===== src/sv/pcd_pkg.sv =====
package pcd_pkg;

   // Character codes of the move command
   localparam logic [7:0] CHAR_ZERO  = 8'd48;
   localparam logic [7:0] CHAR_TWO   = 8'h32;
   localparam logic [7:0] CHAR_NINE  = 8'h39;
   localparam logic [7:0] CHAR_C     = 8'h43;
   localparam logic [7:0] CHAR_COMMA = 8'h2C;

   // Fixed command words, first character in the top byte
   localparam logic [63:0] WORD_GOTOHOME = "GOTOHOME";
   localparam logic [63:0] WORD_STCTOUCH = "STCTOUCH";
   localparam logic [63:0] WORD_MAKEATAP = "MAKEATAP";
   localparam logic [63:0] WORD_TAKELIFT = "TAKELIFT";

   localparam int unsigned COORD_W     = 9;
   localparam int unsigned QUEUE_DEPTH = 2;
   localparam int unsigned QUEUE_PTR_W = (QUEUE_DEPTH > 1) ? $clog2(QUEUE_DEPTH) : 1;
   localparam int unsigned QUEUE_CNT_W = $clog2(QUEUE_DEPTH + 1);

   typedef enum logic [2:0] {
      KIND_MOVE,
      KIND_BAD_COORD,
      KIND_HOME,
      KIND_TOUCH,
      KIND_TAP,
      KIND_LIFT,
      KIND_UNKNOWN
   } kind_type;

   typedef enum logic [1:0] {
      STATUS_DONE      = 2'd0,
      STATUS_BAD_COORD = 2'd1,
      STATUS_UNKNOWN   = 2'd2
   } status_type;

   typedef logic [COORD_W-1:0] coord_type;

   // Classified command passed from front to back
   typedef struct packed {
      kind_type  kind;
      coord_type new_x;
      coord_type new_y;
   } cmd_type;

endpackage


===== src/sv/pcd_req_if.sv =====
interface pcd_req_if;
   logic       valid;
   logic       ready;
   logic [7:0] char0;
   logic [7:0] char1;
   logic [7:0] char2;
   logic [7:0] char3;
   logic [7:0] char4;
   logic [7:0] char5;
   logic [7:0] char6;
   logic [7:0] char7;

   modport source (
      output valid, char0, char1, char2, char3, char4, char5, char6, char7,
      input  ready
   );
   modport sink (
      input  valid, char0, char1, char2, char3, char4, char5, char6, char7,
      output ready
   );
endinterface


===== src/sv/pcd_rsp_if.sv =====
interface pcd_rsp_if;
   logic       valid;
   logic       ready;
   logic [1:0] status;
   logic       x_increasing;
   logic [8:0] x_steps;
   logic       y_increasing;
   logic [8:0] y_steps;
   logic       pen_down;
   logic       tap_request;
   logic       home_request;

   modport source (
      output valid, status, x_increasing, x_steps, y_increasing, y_steps,
             pen_down, tap_request, home_request,
      input  ready
   );
   modport sink (
      input  valid, status, x_increasing, x_steps, y_increasing, y_steps,
             pen_down, tap_request, home_request,
      output ready
   );
endinterface


===== src/sv/pcd_front.sv =====
module pcd_front (
   pcd_req_if.sink          req_chan,
   input  logic             queue_ready,
   output logic             queue_push,
   output pcd_pkg::cmd_type queue_cmd
);

   logic [63:0] word;
   logic        x_ok;
   logic        y_ok;

   function automatic logic digit_ok(input logic [7:0] c, input logic [7:0] hi);
      return (c >= pcd_pkg::CHAR_ZERO) && (c <= hi);
   endfunction

   function automatic pcd_pkg::coord_type to_coord(input logic [7:0] h,
                                                   input logic [7:0] t,
                                                   input logic [7:0] u);
      return pcd_pkg::COORD_W'(h[3:0]) * pcd_pkg::COORD_W'(100)
           + pcd_pkg::COORD_W'(t[3:0]) * pcd_pkg::COORD_W'(10)
           + pcd_pkg::COORD_W'(u[3:0]);
   endfunction

   assign word = {req_chan.char0, req_chan.char1, req_chan.char2, req_chan.char3,
                  req_chan.char4, req_chan.char5, req_chan.char6, req_chan.char7};

   // Check coordinate digits
   assign x_ok = digit_ok(req_chan.char1, pcd_pkg::CHAR_TWO)
              && digit_ok(req_chan.char2, pcd_pkg::CHAR_NINE)
              && digit_ok(req_chan.char3, pcd_pkg::CHAR_NINE);
   assign y_ok = digit_ok(req_chan.char5, pcd_pkg::CHAR_TWO)
              && digit_ok(req_chan.char6, pcd_pkg::CHAR_NINE)
              && digit_ok(req_chan.char7, pcd_pkg::CHAR_NINE);

   // Classify the command
   always_comb begin
      queue_cmd.new_x = to_coord(req_chan.char1, req_chan.char2, req_chan.char3);
      queue_cmd.new_y = to_coord(req_chan.char5, req_chan.char6, req_chan.char7);
      priority if (req_chan.char0 == pcd_pkg::CHAR_C) begin
         if (x_ok && y_ok && (req_chan.char4 == pcd_pkg::CHAR_COMMA)) begin
            queue_cmd.kind = pcd_pkg::KIND_MOVE;
         end else begin
            queue_cmd.kind = pcd_pkg::KIND_BAD_COORD;
         end
      end else if (word == pcd_pkg::WORD_GOTOHOME) begin
         queue_cmd.kind = pcd_pkg::KIND_HOME;
      end else if (word == pcd_pkg::WORD_STCTOUCH) begin
         queue_cmd.kind = pcd_pkg::KIND_TOUCH;
      end else if (word == pcd_pkg::WORD_MAKEATAP) begin
         queue_cmd.kind = pcd_pkg::KIND_TAP;
      end else if (word == pcd_pkg::WORD_TAKELIFT) begin
         queue_cmd.kind = pcd_pkg::KIND_LIFT;
      end else begin
         queue_cmd.kind = pcd_pkg::KIND_UNKNOWN;
      end
   end

   // Accept a transaction whenever the queue has room
   assign req_chan.ready = queue_ready;
   assign queue_push     = req_chan.valid && queue_ready;

endmodule


===== src/sv/pcd_cmd_queue.sv =====
module pcd_cmd_queue (
   input  logic             clock,
   input  logic             reset,
   input  logic             push,
   input  pcd_pkg::cmd_type push_cmd,
   output logic             push_ready,
   output logic             head_valid,
   input  logic             pop,
   output pcd_pkg::cmd_type head_cmd
);

   pcd_pkg::cmd_type                  entry_ff [pcd_pkg::QUEUE_DEPTH];
   logic [pcd_pkg::QUEUE_PTR_W-1:0]   wr_ptr_ff, wr_ptr_in;
   logic [pcd_pkg::QUEUE_PTR_W-1:0]   rd_ptr_ff, rd_ptr_in;
   logic [pcd_pkg::QUEUE_CNT_W-1:0]   count_ff, count_in;
   logic                              do_pop;

   function automatic logic [pcd_pkg::QUEUE_PTR_W-1:0] next_ptr(
      input logic [pcd_pkg::QUEUE_PTR_W-1:0] p);
      if (p == pcd_pkg::QUEUE_PTR_W'(pcd_pkg::QUEUE_DEPTH - 1)) begin
         return '0;
      end
      return p + pcd_pkg::QUEUE_PTR_W'(1);
   endfunction

   assign push_ready = count_ff != pcd_pkg::QUEUE_CNT_W'(pcd_pkg::QUEUE_DEPTH);
   assign head_valid = count_ff != '0;
   assign do_pop     = pop && (count_ff != '0);
   assign head_cmd   = entry_ff[rd_ptr_ff];

   // Advance pointers and count
   always_comb begin
      wr_ptr_in = (push && push_ready) ? next_ptr(wr_ptr_ff) : wr_ptr_ff;
      rd_ptr_in = do_pop ? next_ptr(rd_ptr_ff) : rd_ptr_ff;
      count_in  = count_ff;
      if ((push && push_ready) && !do_pop) begin
         count_in = count_ff + pcd_pkg::QUEUE_CNT_W'(1);
      end else if (!(push && push_ready) && do_pop) begin
         count_in = count_ff - pcd_pkg::QUEUE_CNT_W'(1);
      end
   end

   always_ff @(posedge clock) begin
      if (reset) begin
         wr_ptr_ff <= '0;
         rd_ptr_ff <= '0;
         count_ff  <= '0;
      end else begin
         wr_ptr_ff <= wr_ptr_in;
         rd_ptr_ff <= rd_ptr_in;
         count_ff  <= count_in;
      end
   end

   // Store pushed commands
   always_ff @(posedge clock) begin
      if (push && push_ready) begin
         entry_ff[wr_ptr_ff] <= push_cmd;
      end
   end

   a_count_bound: assert property (@(posedge clock) disable iff (reset)
      count_ff <= pcd_pkg::QUEUE_CNT_W'(pcd_pkg::QUEUE_DEPTH))
      else $error("queue count past depth");

   a_count_track: assert property (@(posedge clock) disable iff (reset)
      (push && push_ready && !do_pop) |=> (count_ff == $past(count_ff) + 1'b1))
      else $error("queue count missed a push");

   a_ptrs_meet_empty: assert property (@(posedge clock) disable iff (reset)
      (count_ff == '0) |-> (wr_ptr_ff == rd_ptr_ff))
      else $error("queue pointers apart while empty");

endmodule


===== src/sv/pcd_back.sv =====
module pcd_back (
   input  logic             clock,
   input  logic             reset,
   input  logic             head_valid,
   input  pcd_pkg::cmd_type head_cmd,
   output logic             pop,
   pcd_rsp_if.source        rsp_chan
);

   pcd_pkg::coord_type   pos_x_ff, pos_x_in;
   pcd_pkg::coord_type   pos_y_ff, pos_y_in;
   logic                 pen_ff, pen_in;
   logic                 rsp_valid_ff;
   pcd_pkg::status_type  status_ff, status_in;
   logic                 x_inc_ff, x_inc_in;
   logic                 y_inc_ff, y_inc_in;
   pcd_pkg::coord_type   x_steps_ff, x_steps_in;
   pcd_pkg::coord_type   y_steps_ff, y_steps_in;
   logic                 tap_ff, tap_in;
   logic                 home_ff, home_in;
   logic                 x_up;
   logic                 y_up;
   pcd_pkg::coord_type   x_diff;
   pcd_pkg::coord_type   y_diff;

   // Take the head whenever the output register is free or draining
   assign pop = head_valid && (!rsp_valid_ff || rsp_chan.ready);

   // Distance from the held position
   assign x_up   = head_cmd.new_x > pos_x_ff;
   assign y_up   = head_cmd.new_y > pos_y_ff;
   assign x_diff = x_up ? head_cmd.new_x - pos_x_ff : pos_x_ff - head_cmd.new_x;
   assign y_diff = y_up ? head_cmd.new_y - pos_y_ff : pos_y_ff - head_cmd.new_y;

   // Execute the command
   always_comb begin
      pos_x_in   = pos_x_ff;
      pos_y_in   = pos_y_ff;
      pen_in     = pen_ff;
      status_in  = pcd_pkg::STATUS_DONE;
      x_inc_in   = 1'b0;
      y_inc_in   = 1'b0;
      x_steps_in = '0;
      y_steps_in = '0;
      tap_in     = 1'b0;
      home_in    = 1'b0;
      unique case (head_cmd.kind)
         pcd_pkg::KIND_MOVE: begin
            x_inc_in   = x_up;
            y_inc_in   = y_up;
            x_steps_in = x_diff;
            y_steps_in = y_diff;
            pos_x_in   = head_cmd.new_x;
            pos_y_in   = head_cmd.new_y;
         end
         pcd_pkg::KIND_BAD_COORD: begin
            status_in = pcd_pkg::STATUS_BAD_COORD;
         end
         pcd_pkg::KIND_HOME: begin
            pos_x_in = '0;
            pos_y_in = '0;
            home_in  = 1'b1;
         end
         pcd_pkg::KIND_TOUCH: begin
            pen_in = 1'b1;
         end
         pcd_pkg::KIND_TAP: begin
            pen_in = 1'b0;
            tap_in = 1'b1;
         end
         pcd_pkg::KIND_LIFT: begin
            pen_in = 1'b0;
         end
         default: begin
            status_in = pcd_pkg::STATUS_UNKNOWN;
         end
      endcase
   end

   // Hold state and the result register
   always_ff @(posedge clock) begin
      if (reset) begin
         pos_x_ff     <= '0;
         pos_y_ff     <= '0;
         pen_ff       <= 1'b0;
         rsp_valid_ff <= 1'b0;
      end else begin
         if (pop) begin
            pos_x_ff     <= pos_x_in;
            pos_y_ff     <= pos_y_in;
            pen_ff       <= pen_in;
            rsp_valid_ff <= 1'b1;
         end else if (rsp_chan.ready) begin
            rsp_valid_ff <= 1'b0;
         end
      end
   end

   always_ff @(posedge clock) begin
      if (pop) begin
         status_ff  <= status_in;
         x_inc_ff   <= x_inc_in;
         y_inc_ff   <= y_inc_in;
         x_steps_ff <= x_steps_in;
         y_steps_ff <= y_steps_in;
         tap_ff     <= tap_in;
         home_ff    <= home_in;
      end
   end

   assign rsp_chan.valid        = rsp_valid_ff;
   assign rsp_chan.status       = status_ff;
   assign rsp_chan.x_increasing = x_inc_ff;
   assign rsp_chan.x_steps      = x_steps_ff;
   assign rsp_chan.y_increasing = y_inc_ff;
   assign rsp_chan.y_steps      = y_steps_ff;
   assign rsp_chan.pen_down     = pen_ff;
   assign rsp_chan.tap_request  = tap_ff;
   assign rsp_chan.home_request = home_ff;

   a_home_clears_pos: assert property (@(posedge clock) disable iff (reset)
      (rsp_valid_ff && home_ff) |-> (pos_x_ff == '0 && pos_y_ff == '0 &&
                                     x_steps_ff == '0 && y_steps_ff == '0))
      else $error("home result with position or steps left");

   a_tap_lifts_pen: assert property (@(posedge clock) disable iff (reset)
      (rsp_valid_ff && tap_ff) |-> (!pen_ff && !home_ff))
      else $error("tap result with pen down or home raised");

   a_error_keeps_state: assert property (@(posedge clock) disable iff (reset)
      (pop && head_cmd.kind != pcd_pkg::KIND_MOVE && head_cmd.kind != pcd_pkg::KIND_HOME)
      |=> (pos_x_ff == $past(pos_x_ff) && pos_y_ff == $past(pos_y_ff)))
      else $error("position moved on a non-move command");

endmodule


===== src/sv/plotter_command_decoder_core.sv =====
// Plotter command decoder.
// req_chan carries one eight-character ASCII command per transaction,
// char0 first; rsp_chan returns exactly one result per command, in order.
// Both channels use valid/ready; a transaction moves on a rising clock edge
// with both high.
// The front end classifies a command in the cycle it is accepted and writes
// it into a two-entry command queue. The back end takes the queue head,
// updates the held X/Y position and pen level, and loads the result
// register; a command passes through a queue entry and then the result
// register before its result shows on rsp_chan.
// Throughput is one command per cycle while the receiver keeps ready high:
// the back end works on one queue entry per cycle and the result register
// is reloaded on the same edge it is taken.
// When the receiver stalls, the result register holds, the queue fills,
// and req_chan.ready drops once both queue entries are taken; it rises
// again in the cycle after the receiver takes a result.
// A synchronous reset empties the queue and the result register, sets the
// position to 0,0 and lifts the pen.
module plotter_command_decoder_core (
   input  logic      clock,
   input  logic      reset,
   pcd_req_if.sink   req_chan,
   pcd_rsp_if.source rsp_chan
);

   logic             push;
   logic             push_ready;
   logic             pop;
   logic             head_valid;
   pcd_pkg::cmd_type push_cmd;
   pcd_pkg::cmd_type head_cmd;

   pcd_front u_front (
      .req_chan    (req_chan),
      .queue_ready (push_ready),
      .queue_push  (push),
      .queue_cmd   (push_cmd)
   );

   pcd_cmd_queue u_queue (
      .clock      (clock),
      .reset      (reset),
      .push       (push),
      .push_cmd   (push_cmd),
      .push_ready (push_ready),
      .head_valid (head_valid),
      .pop        (pop),
      .head_cmd   (head_cmd)
   );

   pcd_back u_back (
      .clock      (clock),
      .reset      (reset),
      .head_valid (head_valid),
      .head_cmd   (head_cmd),
      .pop        (pop),
      .rsp_chan   (rsp_chan)
   );

endmodule


===== src/flat_wrapper.sv =====
// flat-port wrapper written by rule: the top's interface ports become plain ports
module plotter_command_decoder_core_flat 
  (clock, reset, req_chan_valid, req_chan_char0, req_chan_char1, req_chan_char2, req_chan_char3, req_chan_char4, req_chan_char5, req_chan_char6, req_chan_char7, req_chan_ready, rsp_chan_valid, rsp_chan_status, rsp_chan_x_increasing, rsp_chan_x_steps, rsp_chan_y_increasing, rsp_chan_y_steps, rsp_chan_pen_down, rsp_chan_tap_request, rsp_chan_home_request, rsp_chan_ready);
  pcd_req_if req_chan_i ();
  pcd_rsp_if rsp_chan_i ();
  input  logic clock;
  input  logic reset;
  input wire logic [$bits(req_chan_i.valid)-1:0] req_chan_valid;
  input wire logic [$bits(req_chan_i.char0)-1:0] req_chan_char0;
  input wire logic [$bits(req_chan_i.char1)-1:0] req_chan_char1;
  input wire logic [$bits(req_chan_i.char2)-1:0] req_chan_char2;
  input wire logic [$bits(req_chan_i.char3)-1:0] req_chan_char3;
  input wire logic [$bits(req_chan_i.char4)-1:0] req_chan_char4;
  input wire logic [$bits(req_chan_i.char5)-1:0] req_chan_char5;
  input wire logic [$bits(req_chan_i.char6)-1:0] req_chan_char6;
  input wire logic [$bits(req_chan_i.char7)-1:0] req_chan_char7;
  output wire logic [$bits(req_chan_i.ready)-1:0] req_chan_ready;
  output wire logic [$bits(rsp_chan_i.valid)-1:0] rsp_chan_valid;
  output wire logic [$bits(rsp_chan_i.status)-1:0] rsp_chan_status;
  output wire logic [$bits(rsp_chan_i.x_increasing)-1:0] rsp_chan_x_increasing;
  output wire logic [$bits(rsp_chan_i.x_steps)-1:0] rsp_chan_x_steps;
  output wire logic [$bits(rsp_chan_i.y_increasing)-1:0] rsp_chan_y_increasing;
  output wire logic [$bits(rsp_chan_i.y_steps)-1:0] rsp_chan_y_steps;
  output wire logic [$bits(rsp_chan_i.pen_down)-1:0] rsp_chan_pen_down;
  output wire logic [$bits(rsp_chan_i.tap_request)-1:0] rsp_chan_tap_request;
  output wire logic [$bits(rsp_chan_i.home_request)-1:0] rsp_chan_home_request;
  input wire logic [$bits(rsp_chan_i.ready)-1:0] rsp_chan_ready;
  assign req_chan_i.valid = req_chan_valid;
  assign req_chan_i.char0 = req_chan_char0;
  assign req_chan_i.char1 = req_chan_char1;
  assign req_chan_i.char2 = req_chan_char2;
  assign req_chan_i.char3 = req_chan_char3;
  assign req_chan_i.char4 = req_chan_char4;
  assign req_chan_i.char5 = req_chan_char5;
  assign req_chan_i.char6 = req_chan_char6;
  assign req_chan_i.char7 = req_chan_char7;
  assign req_chan_ready = req_chan_i.ready;
  assign rsp_chan_valid = rsp_chan_i.valid;
  assign rsp_chan_status = rsp_chan_i.status;
  assign rsp_chan_x_increasing = rsp_chan_i.x_increasing;
  assign rsp_chan_x_steps = rsp_chan_i.x_steps;
  assign rsp_chan_y_increasing = rsp_chan_i.y_increasing;
  assign rsp_chan_y_steps = rsp_chan_i.y_steps;
  assign rsp_chan_pen_down = rsp_chan_i.pen_down;
  assign rsp_chan_tap_request = rsp_chan_i.tap_request;
  assign rsp_chan_home_request = rsp_chan_i.home_request;
  assign rsp_chan_i.ready = rsp_chan_ready;
  plotter_command_decoder_core u_core (.clock(clock), .reset(reset), .req_chan(req_chan_i), .rsp_chan(rsp_chan_i));
endmodule

===== config.mk =====
export PLATFORM = sky130hd
export DESIGN_NAME = plotter_command_decoder_core_flat
export DESIGN_NICKNAME = d
export VERILOG_FILES = /design/src/sv/pcd_pkg.sv /design/src/sv/pcd_req_if.sv /design/src/sv/pcd_rsp_if.sv /design/src/sv/pcd_front.sv /design/src/sv/pcd_cmd_queue.sv /design/src/sv/pcd_back.sv /design/src/sv/plotter_command_decoder_core.sv /design/src/flat_wrapper.sv
export SDC_FILE = /design/constraint.sdc
export NUM_CORES = 1
export LEC_CHECK = 0
export BUFFER_PORTS_ARGS = -buffer_cell sky130_fd_sc_hd__buf_2
export CORE_ASPECT_RATIO = 1.75
export CORE_MARGIN = 2
export CORE_UTILIZATION = 55
export CTS_BUF_LIST = sky130_fd_sc_hd__clkbuf_16
export CTS_CLUSTER_SIZE = 10
export DETAILED_ROUTE_END_ITERATION = 10
export PLACE_DENSITY_LB_ADDON = 0.1
export SYNTH_ARGS = -nofsm -noshare
export SYNTH_HDL_FRONTEND = slang
export SYNTH_SLANG_ARGS = --single-unit

===== constraint.sdc =====
create_clock -name clock -period 3.9 [get_ports clock]
set_input_delay 0.195 -clock clock [delete_from_list [all_inputs] [get_ports clock]]
set_output_delay 0.195 -clock clock [all_outputs]
set_load 0.1 [all_outputs]

======== Word level (Yosys, flattened, before mapping) ========
Memory sizes are Yosys's and may differ from the RTL's. A register that Yosys moved wholly into a read port is not among the register bits.
Index checks and enable logic that the tools add are counted.
word-level totals
  flip-flop bits (word level) ............. 48
  memory bits (writable) .................. 42
  bits of input ports ..................... 68
  output and inout port bits .............. 27
  word-level logic and storage cells ...... 117
  memories kept ........................... 1
memories
  memory                   depth  width  read ports  clocked after Yosys merged registers in  wr ports  RTL line             text
  u_core.u_queue.entry_ff  2      21     1           1                                        1         pcd_cmd_queue.sv:12  pcd_pkg::cmd_type entry_ff [pcd_pkg::QUEUE_DEPTH];
operators by class
  $add $sub $neg .......................... 12
  multipliers ............................. 4
  $lt $le $gt $ge ......................... 14
  equal/unequal tests ..................... 12
  muxes and demuxes ....................... 28
  reductions and logical operators ........ 32
operator list
  cell                  number
  $eq 64x63->1 const B  4
  $ge 8x6->1 const B    6
  $le 8x6->1 const B    6
  $pmux 9 s2            2
  $sub 9x9->9           4
  $add 9x4->9           2
  $add 9x8->9           2
  $gt 9x9->1            2
  $logic_and 1x1->1     18
  $mux 9                2
  $mux 1                15
  $mul 4x3->7 const B   2
  $mul 4x5->7 const B   2
  $reduce_bool 2->1     5
  $mux 3                3
  $eq 8x6->1 const B    1
  $eq 8x7->1 const B    1
  $mux 2                4
  $eq 3x2->1 const B    2
  $eq 3x3->1 const B    2
  $reduce_or 5->1       1
  $pmux 2 s2            1
  $reduce_and 2->1      2
  $eq 3x1->1 const B    1
  other kinds (9)       12

======== Logic depth before layout (Yosys ltp) ========
Gate-level depths: netlist of run 1.
  depth after elaboration ................. 8
  depth in mapped cells ................... 13
  mapped depth without buffers ............ 11

======== Cells and area by module ========
A second synthesis of run 1 with hierarchy kept.
unflattened totals
  cell total of the unflattened synthesis .. 650
  area total of the unflattened synthesis .. 6701.4 um2
modules (own cells, without submodules)
  module         instances  cells each  area each (um2)  sequential area each (um2)
  pcd_back       1          349         3161.8           1121.1
  pcd_front      1          212         1809.2           0.0
  pcd_cmd_queue  1          89          1730.4           1361.3

======== Worst setup path before layout of run 1 ========
No wires, ideal clock.
  path type ............................... flip-flop to flip-flop
  start point ............................. register (tool-made name)
  end point ............................... register u_core.u_back.x_steps_ff[3] (netlist: u_core.u_back.rsp_chan.x_steps[3]), data pin
  library setup time ...................... 259 ps
  arrival ................................. 2989 ps
  data required time ...................... 3641 ps
  slack ................................... 651 ps
  stages on the path, launching flop included .. 13
  buffers on the path ..................... 4
  clock period less this slack ............ 3249 ps
  path through ............................ dfxtp_1 clkbuf_1 clkbuf_1 mux2_2 inv_1 ha_1 clkbuf_1 a21o_1 a211oi_1 a21o_1 clkbuf_1 a21oi_1 or2_1
RTL lines
  element               RTL line         text
  end signal, assigned  pcd_back.sv:104  x_steps_ff <= x_steps_in;
  end, declared         pcd_back.sv:17   pcd_pkg::coord_type x_steps_ff, x_steps_in;

==> qor.yml, run 1 <==
ios: 95
synth_top_family_by_area: "adder cells"
r2r_end: "u_core.u_back.rsp_chan.y_steps[8]$_SDFFCE_PP0P_"
reg2reg_depth: 10
post_drt_via_cell_ratio: 5.73
grt_max_degree: 26
synth_fa_ha_area_frac: 0.203
fillers: 1038
synth_simple_gate_area_frac: 0.178
max-vdd-ir-drop_v: 0.000234
cp.required_ns: 3.99
ant_nets: 0
syn2layout_area_growth_pct: 13.6
rsz0062_at_grt: "false"
end_kind: "flip-flop"
finalCriticalPeriod_ns: 3.16
track_usage: 0.235
holdBufCountCts: 0
nets: 969
grt_overflow_total: 0
dieHeight_microns: 152
drc: 0
cts_resized: 0
synth_cell_type_count: 61
dp_hpwl_microns: 12200
crit_path_end: "u_core.u_back.rsp_chan.y_steps[8]$_SDFFCE_PP0P_"
crit_type: "reg -> reg"
synth_top_cell_by_area: "edfxtp_1"
final_design_area_no_fill_sq_mm: 0.00778
die_area_sq_mm: 0.0134
synthTopCellsByArea: "edfxtp_1 (29%), ha_1 (16%), dfxtp_1 (7.3%)"
synth-edff-count: 66
startpoint_type: "flip-flop"
cts_tree: "done"
clk_latency_ns: 0.35
syn_area_sq_mm: 0.00685
synth_xor_area_frac: 0.0294
cts_root_buf: "clkbuf_16"
post_cts_buffers: 0
fmax_ghz: 0.317
power_density_mw_per_mm2: 626
ys_seq_area_frac: 0.362
synth_nets: 880
place_area_sq_mm: 0.00750
start_util: 0.557
synth.area.mux_share: 0.0356
hold_class: "in -> reg"
clockBufferDepth: 2
hold_violations: 0
avgSynthCellArea_sq_um: 9.66
worst_slew_pin_slew_ns: 0.962
htree_levels: 3
die_x_microns: 88.4
drt_pass1_iterations: 5
rows: 54
synth_top_area_share: 0.289
final_layout_size_suffix_gt1_frac: 0.181
syn_inst: 709
drv_slew: 0
ys_ff_latch: 91
status: "finished, final reports clean"
core-area_sq_mm: 0.0123
avgRoutedWirePerCell_microns: 15.9
insertedDiodeCount: 0
final_util: 0.633
crit_fanout: 15
fin_setup_tns_ns: 0
p_leak_nw: 3.34
cts.clk_slew.worst_paths_ns: 0.06
drv_cap: 0
yosysWarnings: 0
synth_compound_area_frac: 0.138
rrSetupSlack_ns: 0.74
antenna_found_initial: 0
finalSetupViolCount: 0
skew_ns: 0.00798
cts_buffers: 9
cts.sinks: 91
drt_iter0_markers: 212
portBuffers: 94
ys.flop_type: "edfxtp_1"
grt_pass1_wl_microns: 24700
slew_headroom: 0.359
whs_ns: 0.0707
synthArstFlopShare: 0
critPathArrivalTime_ns: 3.25
period_share: 0.809
place.gp.congestion: 0.891
finalWirelength_microns: 15400
grt_pass1_vias: 5571
dr_total_vias: 5566
power by group:
group | total [mW] | switching, mW | internal (mW) | leakage [nW]
sequential | 1.40 | 0.0556 | 1.34 | 0.817
clock | 0.819 | 0.383 | 0.436 | 0.138
combinational | 2.65 | 1.88 | 0.766 | 2.38
total | 4.87 | 2.32 | 2.55 | 3.34
kinds of logic (layout without fill, tap and decap cells):
kind of cell | Yosys count | in the layout
fa+ha+maj | 103 | 103
simple gates | 227 | 227
compound gates | 146 | 146
mux | 22 | 22
xor+xnor | 23 | 23
buf+inv | 97 | 191
flops | 91 | 91
worst max-delay path: stages (launching register included):
cell and delay (ns):
dfxtp_1 0.33, buf_4 0.23, mux2_2 0.42, inv_1 0.13, ha_1 0.18, nor2b_1 0.22
o211ai_1 0.11, a21o_1 0.20, a21oi_1 0.61, a21oi_1 0.10, or3b_1 0.37
placed cells by master (no fill, tap or decap), drive strengths merged, types with 19 or more instances in the layout:
cell type  count
dfxtp         25
ha            89
a21oi         35
mux2          19
o21ai         33
nor2          59
nand2         39
edfxtp        66
inv           77
nand3         23
a22oi         19
buf          102
state kept, by name, summed over array words and instances, names as in the netlist, named ones only:
signal	flops
u_core.u_queue.entry_ff	42
u_core.u_back.pos_x_ff	9
u_core.u_back.pos_y_ff	9
u_core.u_back.rsp_chan.x_steps	9
u_core.u_back.rsp_chan.y_steps	9
u_core.u_back.rsp_chan.status	2
u_core.u_queue.count_ff	2
u_core.u_back.rsp_chan.home_request	1
u_core.u_back.rsp_chan.pen_down	1
u_core.u_back.rsp_chan.tap_request	1
u_core.u_back.rsp_chan.valid	1
u_core.u_back.rsp_chan.x_increasing	1
u_core.u_back.rsp_chan.y_increasing	1
u_core.u_queue.rd_ptr_ff	1
u_core.u_queue.wr_ptr_ff	1
layer usage:
| layer | track usage | routed length (microns) | up-vias |
|---|---|---|---|
| li1 | - | - | 2737 |
| met1 | 0.251 | 6030 | 2607 |
| met2 | 0.433 | 8080 | 178 |
| met3 | 0.0341 | 600 | 44 |
| met4 | 0.123 | 697 | 0 |
| met5 | 0 | 0 | - |
cell type report:
cell class	count	area, sq um	area share
clock buffers	9	225	0.0289
clock inverters	7	51.3	0.00659
inverters	73	274	0.0352
multi-input cells	521	4010	0.515
flip-flops and latches	91	2480	0.319
well taps	168	210	0.0270
repair buffers	102	531	0.0682
synthesized netlist by cell type, types with 3 or more instances:
cell / count
mux2i_1: 3
nor3_1: 14
o21ai_1: 4
or3_1: 6
mux2_2: 19
nand2b_1: 3
xnor2_1: 15
o21ai_0: 29
dfxtp_1: 25
nand2_1: 39
a22oi_1: 19
a31oi_1: 4
and3_1: 13
o21bai_1: 4
edfxtp_1: 66
inv_1: 73
o21a_1: 6
ha_1: 89
xor2_1: 8
or4_1: 4
a211oi_1: 6
clkbuf_1: 22
and4_1: 6
and2_1: 3
a21oi_1: 35
fa_1: 14
nor2b_1: 12
nor2_1: 59
a21o_1: 18
nand3_1: 23
nor4b_1: 3
nor3b_1: 4
or2_2: 3
nor4_1: 8
nand4_1: 12
a2111oi_0: 4
nand4b_1: 3
how the worst min path moves through the flow:
stage,endpoint,slack [ns],cells after the start,start
2_1_floorplan,u_core.u_queue.entry_ff[0][0]$_DFFE_PP_,0.29,0,req_chan_char7[0]
3_3_place_gp,u_core.u_queue.entry_ff[0][9]$_DFFE_PP_,0.42,1,req_chan_char3[0]
3_5_place_dp,u_core.u_queue.entry_ff[1][0]$_DFFE_PP_,0.42,1,req_chan_char7[0]
4_1_cts,u_core.u_queue.entry_ff[1][0]$_DFFE_PP_,0.06,1,req_chan_char7[0]
5_1_grt,u_core.u_queue.entry_ff[1][0]$_DFFE_PP_,0.07,1,req_chan_char7[0]
6_report,u_core.u_queue.entry_ff[1][9]$_DFFE_PP_,0.07,1,req_chan_char3[0]
metrics by stage:
stage               instances  power, mW  setup WS [ns]
finish                    971       4.87          0.745
global route              971       5.17          0.568
CTS                       971       4.88          0.798
detailed placement        955       4.04          0.812
global placement          955       3.98          0.893
floorplan                 709       3.50          0.651
Note: power is estimated with default switching activity, not from simulation.
==> run 2, diff against run 1 <==
- ABC_AREA: not set -> 1
- CORE_UTILIZATION: 55 -> 54
- clock period: 3.9 -> 2.6 ns (I/O delays scaled with it)
==> run 2 against run 1 <==
Compared with the run above:
- sequential power rose by 51%
- flip-flop and latch count unchanged
- count of clock-buffer cells in the layout unchanged
- setup slack got worse by 0.57 ns
- design area increased by 9.5%
- synthesized area up 8.1%
- register-to-register slack got worse by 0.57 ns
==> qor.yml, run 2 <==
dp_hpwl_microns: 13200  # was 12200 microns
synth_compound_area_frac: 0.0718  # was 0.138
hold_class: "in -> reg"  # unchanged
synth_cell_type_count: 38  # was 61
final_common_cell: "nand2_1"  # was buf_2
grt_pass1_vias: 6122  # was 5571
dr_total_vias: 6299  # was 5566
end_kind: "flip-flop"  # unchanged
cts.clk_slew.worst_paths_ns: 0.06  # about the same
p_leak_nw: 4.18  # was 3.34 nW
place_area_sq_mm: 0.00817  # was 0.00750 sq mm
insertedDiodeCount: 0  # unchanged
fin_cells: 1263  # was 971
dieHeight_microns: 159  # was 152 microns
htree_levels: 3  # unchanged
critPathSlowestCell: "ha_1"  # was a21oi_1
finalCriticalPeriod_ns: 2.42  # was 3.16 ns
startpoint_type: "flip-flop"  # unchanged
cts.sinks: 91  # unchanged
core-area_sq_mm: 0.0134  # was 0.0123 sq mm
fillers: 1250  # was 1038
fmax_ghz: 0.413  # was 0.317 GHz
grt_pass1_wl_microns: 26600  # was 24700 microns
cp_top_family: "simple AND/OR/NAND/NOR gates"  # was compound AO/OA/AOI/OAI gates
rsz0062_at_grt: "false"  # unchanged
avgSynthCellArea_sq_um: 7.62  # was 9.66 sq um
final_design_area_no_fill_sq_mm: 0.00852  # was 0.00778 sq mm
period_share: 0.932  # was 0.809
ys_ff_latch: 91  # unchanged
ios: 95  # unchanged
multi_input_area_sq_mm: 0.00421  # was 0.00401 sq mm
largest_reg_flops: 42  # unchanged
portBuffers: 94  # unchanged
antenna_found_initial: 0  # unchanged
synth_nets: 1143  # was 880
die_area_sq_mm: 0.0147  # was 0.0134 sq mm
syn_inst: 972  # was 709
drv_cap: 0  # unchanged
worst-path-buf-inv: 2  # unchanged
grt_max_degree: 30  # was 26
finalWirelength_microns: 15900  # was 15400 microns
yosysWarnings: 0  # unchanged
clk_latency_ns: 0.35  # about the same
cts_root_buf: "clkbuf_16"  # unchanged
synth-edff-count: 66  # unchanged
final_layout_size_suffix_gt1_frac: 0.157  # was 0.181
synth.area.mux_share: 0.00304  # was 0.0356
crit_type: "reg -> reg"  # unchanged
critPathArrivalTime_ns: 2.61  # was 3.25 ns
start_util: 0.553  # was 0.557
drt_iter0_markers: 169  # was 212
cp.required_ns: 2.79  # was 3.99 ns
crit_path_cell_trace: "buf_12, mux2_2, ha_1, nand2_1, inv_1, a21oi_1, nand3_4, nand2_2, nand2_1, a21oi_1"  # was buf_4, mux2_2, inv_1, ha_1, nor2b_1, o211ai_1, a21o_1, a21oi_1, a21oi_1, or3b_1
syn2layout_area_growth_pct: 15.1  # was 13.6%
drt_pass1_iterations: 4  # was 5
slowest_delay_ns: 0.39  # was 0.61 ns
syn_area_sq_mm: 0.00741  # was 0.00685 sq mm
synth.most_common_cell: "nand2_1"  # was ha_1
yosys-top-cells-count: "nand2_1 (263), inv_1 (173), ha_1 (89)"  # was ha_1 (89), inv_1 (73), edfxtp_1 (66)
power_density_mw_per_mm2: 956  # was 626 mW/mm^2
synth_simple_gate_area_frac: 0.263  # was 0.178
ys_seq_area_frac: 0.335  # was 0.362
dpl.cell_count: 1244  # was 955
synth_fa_ha_area_frac: 0.188  # was 0.203
synth_xor_area_frac: 0.0355  # was 0.0294
regMostFlops: "u_core.u_queue.entry_ff"  # unchanged
cts_buffers: 9  # unchanged
ys.flop_type: "edfxtp_1"  # unchanged
synth_top_family_by_area: "simple AND/OR/NAND/NOR gates"  # was adder cells
max-vdd-ir-drop_v: 0.000388  # was 0.000234 V
finalSetupViolCount: 0  # unchanged
clockBufferDepth: 2  # unchanged
track_usage: 0.224  # was 0.235
ant_nets: 0  # unchanged
drc: 0  # unchanged
synth_top_area_share: 0.268  # was 0.289
die_x_microns: 92.5  # was 88.4 microns
rows: 56  # was 54
holdBufCountCts: 0  # unchanged
hold_violations: 0  # unchanged
grt_overflow_total: 0  # unchanged
crit_fanout: 15  # unchanged
cts_tree: "done"  # unchanged
final_cell_mix: "nand2_1 (260), inv_1 (173), buf_2 (94)"  # was buf_2 (94), ha_1 (89), inv_1 (74)
drv_slew: 0  # unchanged
avgRoutedWirePerCell_microns: 12.5  # was 15.9 microns
regArea_sq_mm: 0.00248  # about the same
nets: 1255  # was 969
synthArstFlopShare: 0  # unchanged
post_drt_via_cell_ratio: 4.99  # was 5.73
synthTopCellsByArea: "edfxtp_1 (27%), ha_1 (15%), nand2_1 (13%)"  # was edfxtp_1 (29%), ha_1 (16%), dfxtp_1 (7.3%)
status: "finished, final reports clean"  # unchanged
synth_top_cell_by_area: "edfxtp_1"  # unchanged
skew_ns: 0.0106  # was 0.00798 ns
slew_headroom: 0.630  # was 0.359
worst_slew_pin_slew_ns: 0.555  # was 0.962 ns
place.gp.congestion: 0.981  # was 0.891
run 2: changes by cell type after synthesis, sizes merged, moves of 10 or more:
| cell | previous run | this run |
|---|---|---|
| nand2 | 39 | 267 |
| inv | 73 | 176 |
| nand3 | 23 | 79 |
| a21oi | 35 | 64 |
| nor2 | 59 | 80 |
| a22oi | 19 | 0 |
| a21o | 18 | 0 |
| mux2 | 19 | 2 |
| clkbuf | 22 | 6 |
| and3 | 13 | 1 |
| nor2b | 12 | 0 |
| xor2 | 8 | 20 |
| buf | 2 | 12 |
| o21ai | 33 | 23 |
run 2: metal layers:
metal | up-vias | part of all wire | track usage
li1 | 3312 | - | -
met4 | 0 | 0.047 | 0.123
met3 | 45 | 0.029 | 0.0285
met2 | 144 | 0.55 | 0.430
met5 | - | 0 | 0
met1 | 2798 | 0.37 | 0.225
run 2: layout make-up:
class | count | share of cell area
clock buffers | 9 | 0.0264
clock inverters | 7 | 0.00514
inverters | 176 | 0.0775
multi-input cells | 688 | 0.494
flip-flops and latches | 91 | 0.291
well taps | 174 | 0.0255
repair buffers | 118 | 0.0799
run 2: final timing paths:
path,to,slack (ns),depth (start not counted),from
setup / recovery,u_core.u_back.rsp_chan.x_steps[6]$_SDFFCE_PP0P_,0.18,10,flip-flop
hold / removal,u_core.u_queue.entry_ff[1][0]$_DFFE_PP_,0.04,1,req_chan_char7[0]
setup reg to reg,u_core.u_back.rsp_chan.x_steps[6]$_SDFFCE_PP0P_,0.18,10,flip-flop
hold reg to reg,u_core.u_back.pos_x_ff[8]$_SDFFE_PP0P_,0.48,2,u_core.u_back.pos_x_ff[8]$_SDFFE_PP0P_
run 2: worst register-to-register path, cell delays in order, from the launching register on:
cell and delay (ns):
dfxtp_2 0.38, buf_12 0.15, mux2_2 0.35, ha_1 0.39, nand2_1 0.12, inv_1 0.04, a21oi_1 0.27, nand3_4 0.20
nand2_2 0.17, nand2_1 0.07, a21oi_1 0.14
run 2: through the flow:
step	setup TNS, ns	util	hold slack (ns)	worst slack, ns	total power, mW
global route	0	0.637	0.0413	0.0103	8.77
detailed placement	-0.328	0.611	0.384	-0.0770	6.87
floorplan	-0.130	-	0.229	-0.00620	5.87
finish	0	0.637	0.0380	0.178	8.15
CTS	0	0.631	0.0269	0.0694	8.09
global placement	-0.00618	0.611	0.381	-0.00309	6.80
run 2: logic make-up after synthesis:
kind of cell    after synthesis
simple gates                459
xor+xnor                     30
flops                        91
mux                           2
buf+inv                     194
fa+ha+maj                   103
compound gates               93
run 2: where the power goes:
group | switching, mW | internal, mW | total [mW]
Clock | 0.547 | 0.644 | 1.19
Combinational | 3.43 | 1.42 | 4.84
Sequential | 0.0840 | 2.03 | 2.12
Total | 4.06 | 4.09 | 8.15
run 2: repair_timing:
action	CTS	global route
endpoints found under the setup margin	0	15
resized for setup	0	21
setup buffers	0	1
